===== config.mk =====
export PLATFORM = sky130hd
export DESIGN_NAME = mmp_cfg_regs
export DESIGN_NICKNAME = d
export VERILOG_FILES = /design/src/design/mmp_pkg.sv /design/src/design/mmp_cfg_regs.sv
export SDC_FILE = /design/constraint.sdc
export NUM_CORES = 1
export LEC_CHECK = 0
export ABC_AREA = 1
export BUFFER_PORTS_ARGS = -buffer_cell sky130_fd_sc_hd__buf_2
export CAP_MARGIN = 20
export CORE_MARGIN = 10
export CORE_UTILIZATION = 39
export CTS_BUF_LIST = sky130_fd_sc_hd__clkbuf_8
export CTS_CLUSTER_DIAMETER = 100
export DETAILED_ROUTE_END_ITERATION = 7
export PLACE_DENSITY = 0.63
export SETUP_SLACK_MARGIN = 0.15
export SYNTH_ARGS = -nofsm -noshare
export SYNTH_HDL_FRONTEND = slang
export SYNTH_SLANG_ARGS = --single-unit

===== constraint.sdc =====
create_clock -name clk -period 0.8 [get_ports clk]
set_input_delay 0.08 -clock clk [delete_from_list [all_inputs] [get_ports clk]]
set_output_delay 0.08 -clock clk [all_outputs]
set_load 0.01 [all_outputs]

===== src/design/mmp_pkg.sv =====
`timescale 1ns / 1ps

package mmp_pkg;

	localparam int DATA_W    = 31;
	localparam int EXP_BITS  = 63;
	localparam int CNT_W     = $clog2(DATA_W);
	localparam int IDX_W     = 3;
	localparam int NUM_LANES = 16;

	typedef logic [DATA_W-1:0] word_t;

	// 2x2 matrix, entry index is 2*row + col
	typedef word_t [3:0] mat_t;

	typedef enum logic [IDX_W-1:0] {
		REG_MODULUS = 3'd0,
		REG_BASE_00 = 3'd1,
		REG_BASE_01 = 3'd2,
		REG_BASE_10 = 3'd3,
		REG_BASE_11 = 3'd4
	} reg_idx_t;

	typedef struct packed {
		word_t modulus;
		mat_t  base;
	} cfg_t;

	typedef struct packed {
		logic load;
		logic step;
	} lane_ctl_t;

	localparam word_t MOD_RESET  = word_t'(1000000000);
	localparam mat_t  BASE_RESET = mat_t'{word_t'(0), word_t'(1), word_t'(1), word_t'(1)};

endpackage


===== src/design/mmp_cfg_regs.sv =====
`timescale 1ns / 1ps

module mmp_cfg_regs (
	input  logic                        clk,
	input  logic                        arst_n,
	input  logic                        wr_en,
	input  logic [mmp_pkg::IDX_W-1:0]   wr_idx,
	input  mmp_pkg::word_t              wr_data,
	output mmp_pkg::cfg_t               cfg
);
	import mmp_pkg::*;

	cfg_t cfg_q;

	always_ff @(posedge clk or negedge arst_n) begin
		if (!arst_n) begin
			cfg_q.modulus <= MOD_RESET;
			cfg_q.base    <= BASE_RESET;
		end else if (wr_en) begin
			unique case (wr_idx)
				REG_MODULUS: cfg_q.modulus <= wr_data;
				REG_BASE_00: cfg_q.base[0] <= wr_data;
				REG_BASE_01: cfg_q.base[1] <= wr_data;
				REG_BASE_10: cfg_q.base[2] <= wr_data;
				REG_BASE_11: cfg_q.base[3] <= wr_data;
				// drop writes to unmapped indexes
				default: begin
				end
			endcase
		end
	end

	assign cfg = cfg_q;

endmodule


==> metrics.txt <==
Die Wd approximately 140 um; Internal Pwr Total roughly 17 mW; clk_skew 0 ns; Syn-to-layout area delta 56.8%; Final Max Slew Viols 0; share of the synthesized area in the top cell type between 50 and 60%; Power per Cell Area roughly 2500 nW/um2; Achievable Freq approximately 830 MHz; outcome complete, but fails checks; fin worst setup slack -0.411 ns; Routed Antenna Nets 0; CTS max path bufs 2; initial antenna violation count 2; drt wl/cell roughly 18 um; Total GRT Usage 19.9%; RSZ-0062 raised after global routing true; Mapped Area 6090 um2; Post-Syn Instances 682; IO Port Bufs 191; Via density 4.87; Logic pwr share 29.4%; TritonRoute pass-1 iters 7; Worst Tran Pin Value 0.279 ns; total chip power 23.9 mW; Finish-stage setup viols ~170; min Tclk post-route around 1.2 ns; H-Tree Depth 4; first-pass GRT wire length between 30,000 and 40,000 um; CTS sink cnt roughly 160; grt total ovfl 0; crit-path cells buf_6; highest-delay cell along the critical path dfstp_2; ranking of synthesized cells by area dfrtp_1 (57%), nand2_1 (22%), nand3_1 (10%); Sw Share a little under a third; Die Y between 100 and 150 um; worst-path fanout max 2; Synth Register Bits roughly 160; Rows 45; number of DRC markers in iteration 0 ~450; most common cell after layout, fill and taps aside nand2_1; Yosys warning count 0; internal reg-to-reg setup slack -0.07 ns; Post-DP HPWL approximately 14,000 um; layout cell share with drive strength beyond 1 between 40 and 50%; FF-to-FF path depth 4; Worst-path clk slew approximately 0.080 ns; Post-CTS Hold Buffers 32; Crit Path Category reg -> out; WP buf/inv 1; Layout Nets approximately 1,000; Critical Path RT about 0.7 ns; power share of the clock group approximately a quarter; crit path DAT 1.13 ns; cell taking the most area after synthesis dfrtp_1; failing checks setup timing; final wirelength approximately 22,000 um; final cycle utilization of the critical path 151%; final hold vios 0; RR Endpoint cfg[22]; Post-Syn Area per Cell 8.92 um2; CTS buffer count 17; relative slew slack approximately four fifths; post-synth net total ~720; post-synth cell types 11; HP Class in -> async; via count about 5,900; Critical Path Max Stage Delay between 0.5 and 0.6 ns; highest-count cells in the layout ignoring fill and taps nand2_1 (294), dfrtp_1 (139), nand3_1 (124); CP delay by family, top flip-flops; MaxCap Viol Count 0; Initial Util 39.9%; core area ~15,000 um2; R2R Path Start cfg[22]; crit path launch type flip-flop; area of placed instances approximately 7500 um2; sequential share of power 44.0%; Die ar. roughly 21,000 um2; DRC 0; Setup crit end kind output pin; leakage 5.20 nW; Final Wtd Congestion approximately 0.8; fin area 9540 um2; post-synthesis sequential area ratio approximately 64%; largest net degree at the start of global routing 60; CTS tree yes; largest vdd supply drop 1.02 mV; vias in the first global route about 5,800; Net Sw Power 7.26 mW; max reg flops around 160; Skew-Pair Late Insertion Delay about 0.45 ns; Clock Tree Root clkbuf_8; io pins between 150 and 200
layout make-up:
class	instances	area, um2
Fill cell	1266	5710
Sequential cell	155	3900
Timing Repair Buffer	326	2820
Multi-Input combinational cell	478	2110
Clock buffer	22	303
Tap cell	211	264
Clock inverter	10	124
Inverter	6	22.5
Antenna cell	1	2.50
worst max-delay path by stage:
stage	startpoint	endpoint	slack, ns	cells past startpoint
floorplan	wr_en	cfg[41]	0.07	6
global placement	wr_idx[2]	cfg[79]	-0.26	6
detailed placement	wr_idx[2]	cfg[55]	-0.30	6
CTS	cfg[153]	cfg[153]	-0.44	1
global route	cfg[144]	cfg[144]	-0.47	1
finish	cfg[133]	cfg[133]	-0.41	1
routing by layer:
layer / track usage [%] / share of wire (%) / vias up
met1: 24.9 / 41 / 2832
met2: 31.4 / 49 / 256
met3: 6.02 / 6.8 / 44
li1: - / - / 2757
met5: 0 / 0.059 / -
met4: 8.17 / 2.5 / 2
Yosys cell counts:
| cell type | number |
|---|---|
| inv_2 | 2 |
| nor2_4 | 2 |
| dfstp_2 | 16 |
| clkbuf_1 | 16 |
| inv_1 | 4 |
| nor2_1 | 1 |
| nor2_2 | 2 |
| nand2_1 | 349 |
| buf_2 | 27 |
| nand3_1 | 124 |
| dfrtp_1 | 139 |
kinds of logic (layout without fill, tap and decap cells):
family,Yosys count,after routing,share of synthesized area [%]
buffers and inverters,49,364,3.58
DFF,155,155,64.1
other,0,1,0
and+or+nand+nor,478,478,32.4
per-stage QoR:
step | setup TNS [ns] | hold WS [ns] | setup slack, ns | instances | util (%)
2_1_floorplan | 0 | -0.216 | 0.0655 | 682 | -
3_3_place_gp | -34.51 | -0.0710 | -0.259 | 1077 | 49.4
3_5_place_dp | -37.02 | -0.0732 | -0.298 | 1077 | 49.4
4_1_cts | -48.41 | -0.0108 | -0.441 | 1178 | 57.9
5_1_grt | -53.53 | -0.00230 | -0.465 | 1209 | 62.6
6_report | -44.93 | 0.0202 | -0.411 | 1209 | 62.6
power by group through the flow:
stage / sequential, mW / combinational [mW] / clock (mW)
global placement: 10.4 / 4.65 / 0
finish: 10.5 / 7.03 / 6.34
floorplan: 11.0 / 1.40 / 0
CTS: 10.3 / 5.88 / 6.47
global route: 10.7 / 7.63 / 6.79
detailed placement: 10.4 / 4.75 / 0
what timing repair did:
item	4_1_cts	5_1_grt
resized for setup	55	124
pin swaps	18	69
hold endpoints to repair	310	1
setup buffers	37	30
setup endpoints to repair	171	246
Note: power is estimated with default switching activity, not from simulation.
