## src/design/mmp_pkg.sv

```systemverilog
`timescale 1ns / 1ps

package mmp_pkg;

	localparam int DATA_W    = 31;
	localparam int EXP_BITS  = 63;
	localparam int CNT_W     = $clog2(DATA_W);
	localparam int IDX_W     = 3;
	localparam int NUM_LANES = 16;

	typedef logic [DATA_W-1:0] word_t;

	// 2x2 matrix, entry index is 2*row + col
	typedef word_t [3:0] mat_t;

	typedef enum logic [IDX_W-1:0] {
		REG_MODULUS = 3'd0,
		REG_BASE_00 = 3'd1,
		REG_BASE_01 = 3'd2,
		REG_BASE_10 = 3'd3,
		REG_BASE_11 = 3'd4
	} reg_idx_t;

	typedef struct packed {
		word_t modulus;
		mat_t  base;
	} cfg_t;

	typedef struct packed {
		logic load;
		logic step;
	} lane_ctl_t;

	localparam word_t MOD_RESET  = word_t'(1000000000);
	localparam mat_t  BASE_RESET = mat_t'{word_t'(0), word_t'(1), word_t'(1), word_t'(1)};

endpackage

```

## src/design/mmp_lane.sv

```systemverilog
`timescale 1ns / 1ps

module mmp_lane (
	input  logic              clk,
	input  mmp_pkg::lane_ctl_t ctl,
	input  mmp_pkg::word_t    m,
	input  mmp_pkg::word_t    a,
	input  mmp_pkg::word_t    b,
	output mmp_pkg::word_t    r
);
	import mmp_pkg::*;

	word_t               r_q;
	word_t               b_q;
	logic [DATA_W+1:0]   t;
	logic [DATA_W+1:0]   m1;
	logic [DATA_W+1:0]   m2;
	logic [DATA_W+1:0]   r_next;

	// one multiplier bit per cycle while step is high, MSB first: r = (2r + bit*a) mod m, a < m
	always_comb begin
		t  = {1'b0, r_q, 1'b0} + {2'b00, (b_q[DATA_W-1] ? a : '0)};
		m1 = {2'b00, m};
		m2 = {1'b0, m, 1'b0};
		priority if (t >= m2) begin
			r_next = t - m2;
		end else if (t >= m1) begin
			r_next = t - m1;
		end else begin
			r_next = t;
		end
	end

	always_ff @(posedge clk) begin
		if (ctl.load) begin
			r_q <= '0;
			b_q <= b;
		end else if (ctl.step) begin
			r_q <= r_next[DATA_W-1:0];
			b_q <= {b_q[DATA_W-2:0], 1'b0};
		end
	end

	assign r = r_q;

endmodule

```

## config.mk

```make
export PLATFORM = sky130hd
export DESIGN_NAME = mmp_lane
export DESIGN_NICKNAME = d
export VERILOG_FILES = /design/src/design/mmp_pkg.sv /design/src/design/mmp_lane.sv
export SDC_FILE = /design/constraint.sdc
export NUM_CORES = 1
export LEC_CHECK = 0
export BUFFER_PORTS_ARGS = -buffer_cell sky130_fd_sc_hd__buf_2
export CORE_MARGIN = 2
export CORE_UTILIZATION = 40
export CTS_CLUSTER_DIAMETER = 50
export CTS_CLUSTER_SIZE = 40
export DETAILED_ROUTE_END_ITERATION = 6
export PLACE_DENSITY = 0.71
export SLEW_MARGIN = 0
export SYNTH_ARGS = -nofsm -noshare
export SYNTH_HDL_FRONTEND = slang
export SYNTH_SLANG_ARGS = --single-unit
```

## constraint.sdc

```tcl
create_clock -name clk -period 14 [get_ports clk]
set_input_delay 2.8 -clock clk [delete_from_list [all_inputs] [get_ports clk]]
set_output_delay 2.8 -clock clk [all_outputs]
set_load 0.01 [all_outputs]
```

==> reports/results.tsv <==
stage	metric	value	unit
run_status	status	finished clean	
synth	synthesized area	0.00777	sq mm
synth	Mapped Cells	950	
global_routing	initial antenna violation count	0	
timing	final slew viol count	0	
final_layout	commonest non-fill, non-tap cell in the layout	buf_2	
clock_network	clk_lat worst skew	0.34	ns
clock_network	CTS tree	yes	
timing	Tightest Pin Transition	1.10	ns
timing	Setup Skew	0.00947	ns
power_and_ir_drop	cell area power density	203	mW/mm^2
clock_network	clock slew at the register clock pins of the worst setup and hold paths	0.06	ns
clock_network	Gates resized, CTS repair	0	
clock_network	Hold Buf Count CTS	0	
timing	Final Setup Violations	0	
synth	ys async rst share	0	%
route	drt total wl	23600	um
die	die area	0.0206	sq mm
setup_path	crit path max-delay cell type	and2_1	
synth	library cells used by synthesis	76	
die	Initial Util	41.1	%
synth	Post-synth EDFFs	31	
route	via count	7710	
timing	Final Hold Viols	0	
power_and_ir_drop	VDD IR-drop max	66.1	uV
worst_hold_path	Hold Crit Class	register to register	
route	Remaining DRCs	0	
timing	RSZ-0062 raised after global routing	no	
setup_path	worst-path cell chain	buf_2, and2_1, ha_1, fa_1, a211oi_1, o211ai_1, a311oi_4, a22oi_2, and2_1, a21boi_0, xnor2_1, ha_1, nand2_1, nor2_1, a211oi_1, nand3_1, o221a_2, a211oi_4, and2_1, mux2_1, a21oi_1, a211oi_2	
setup_path	CP peak stage delay	0.91	ns
synth	Ys Warns	0	
final_layout	P&R area growth vs syn	15.4	%
final_layout	Multi-input gate area	0.00590	sq mm
setup_path	CP endpoint kind	register	
synth	part of the Yosys area used for sequential elements	20.0	%
clock_network	CTS Root Cell	clkbuf_16	
die	Die Ht	143	um
clock_network	# H-tree levels	3	
final_layout	layout net count	1253	
global_routing	first-pass GRT wire length	37600	um
global_routing	GRT overflow	0	
final_layout	layout cell share with drive strength beyond 1	18.4	%
route	via density per instance	5.81	
timing	Fmax	113	MHz
setup_path	cell mode on critical path	and2_1	
power_and_ir_drop	total power	1820	uW
place	Final GP Congestion	0.933	
setup_path	Arr. time, crit path	9.01	ns
setup_path	startpoint types	input port	
run	Max-Cap Viols	0	
synth	syn_area_per_cell	8.18	sq um
place	HPWL after detailed placement	18700	um
route	1st-pass router iterations	5	
setup_path	CP required	14.18	ns
final_layout	Reg area	0.00155	sq mm
clock_network	Max Root-Sink Buffers	2	
synth	Synth Flop Type	edfxtp_1	
setup_path	kind of critical path	input port to register	
global_routing	largest net degree at the start of global routing	65	
route	First DRT Iteration DRCs	665	
die	# rows	50	
clock_network	clock buffer count from CTS	9	
setup_path	Crit Path Max Fanout	20	
route	WL/cell	17.8	um
die	# IOs	127	
place	# port buffers	126	
die	Die Width	143	um
power_and_ir_drop	Leakage	0.00407	uW
timing	slew margin rel.	26.8	%
clock_network	Num Clock Sinks	62	
timing	part of the cycle the worst path needs	63.0	%
synth	flops & latches, synth	62	
final_layout	diodes inserted	0	
timing	min cycle time layout	8.83	ns
global_routing	Total GRT Usage	23.0	%
global_routing	vias in the first global route	7285	
die	Core ar.	0.0189	sq mm
final_layout	filler instances	1884	
route	post-route antenna net violation count	0	
final_layout	most frequent cells in the layout	buf_2, ha_1, a21oi_1	
synth	syn nets	1141	
timing	setup TNS	0	ns
clock_network	Post-CTS Setup Inserts	0	
## kinds of logic after synthesis
| logic type | share of synthesized area, % |
|---|---|
| AOI/OAI and AO/OA | 27.5 |
| and+or+nand+nor | 17.5 |
| adders and majority gates | 15.6 |
| buffers and inverters | 4.22 |
| xor gates and xnor gates | 8.90 |
| DFF | 20.0 |
| muxes | 6.29 |
## worst paths after layout
| path | start | end | slack (ns) | cells after the start |
|---|---|---|---|---|
| setup / recovery | a[1] | r[14]$_SDFFE_PP0P_ | 5.17 | 22 |
| setup reg to reg | b_q[30]$_DFFE_PP_ | r[14]$_SDFFE_PP0P_ | 6.77 | 21 |
| hold reg to reg | r[12]$_SDFFE_PP0P_ | r[12]$_SDFFE_PP0P_ | 0.50 | 2 |
| hold / removal | r[12]$_SDFFE_PP0P_ | r[12]$_SDFFE_PP0P_ | 0.50 | 2 |
## area by class of cell
| cell class | instances | area share (%) |
|---|---|---|
| multi-input combinational | 805 | 65.8 |
| sequential | 62 | 17.3 |
| timing repair buffer | 129 | 7.28 |
| tap | 260 | 3.63 |
| clock buffer | 9 | 2.51 |
| inverter | 55 | 2.30 |
| clock inverter | 7 | 1.16 |
## metal layers
layer  vias to the layer above  wire (um)  GRT usage [%]
met4                         0        614           7.74
met5                         -          0              0
met2                       280      10400           35.7
li1                       3796          -              -
met1                      3587      11000           31.7
met3                        47       1620           4.77
## critical path: cells and delay by family
family | cells | cell delay [ns]
compound gates | 10 | 2.78
xor+xnor | 1 | 0.30
fa+ha+maj | 3 | 1.10
mux | 1 | 0.38
simple gates | 6 | 1.54
buf+inv | 1 | 0.10
## power breakdown
group | internal [uW] | total (uW) | switching [uW] | leakage (uW)
combinational | 531 | 1310 | 778 | 0.00334
clock | 158 | 249 | 90.6 | 0.000161
sequential | 230 | 266 | 36.5 | 0.000574
## per-stage QoR
| step | area, sq um | instances | setup WS [ns] | util [%] | hold WS, ns |
|---|---|---|---|---|---|
| 4_1_cts | 8970 | 1327 | 5.22 | 47.5 | 0.497 |
| 3_5_place_dp | 8640 | 1311 | 4.90 | 45.7 | 0.488 |
| 6_report | 8970 | 1327 | 5.17 | 47.5 | 0.495 |
| 5_1_grt | 8970 | 1327 | 4.81 | 47.5 | 0.511 |
| 3_3_place_gp | 8640 | 1311 | 5.05 | 45.7 | 0.481 |
| 2_1_floorplan | 7770 | 950 | 6.48 | - | 0.496 |
## cell usage after synthesis, types with 9 or more instances
master / n / area share, %
a21oi_1: 89 / 5.7
a21o_1: 26 / 2.5
o21a_1: 13 / 1.3
mux2_2: 31 / 4.5
nand3_1: 26 / 1.7
o21bai_1: 9 / 0.87
clkbuf_1: 24 / 1.2
o211ai_1: 13 / 1.3
xor2_1: 33 / 3.7
a211oi_1: 20 / 1.9
and2_1: 40 / 3.2
edfxtp_1: 31 / 12
o21ai_0: 43 / 2.8
inv_1: 55 / 2.7
nand2_1: 66 / 3.2
xnor2_1: 46 / 5.2
nor3_1: 19 / 1.2
nand4_1: 15 / 1.2
dfxtp_1: 31 / 8.0
ha_1: 92 / 15
a31oi_1: 11 / 0.89
nor2_1: 71 / 3.4
## state kept, by name (all words and copies together), names as in the netlist
name,count
b_q,31
r,31
No activity file was read; power rests on OpenSTA's default activity.
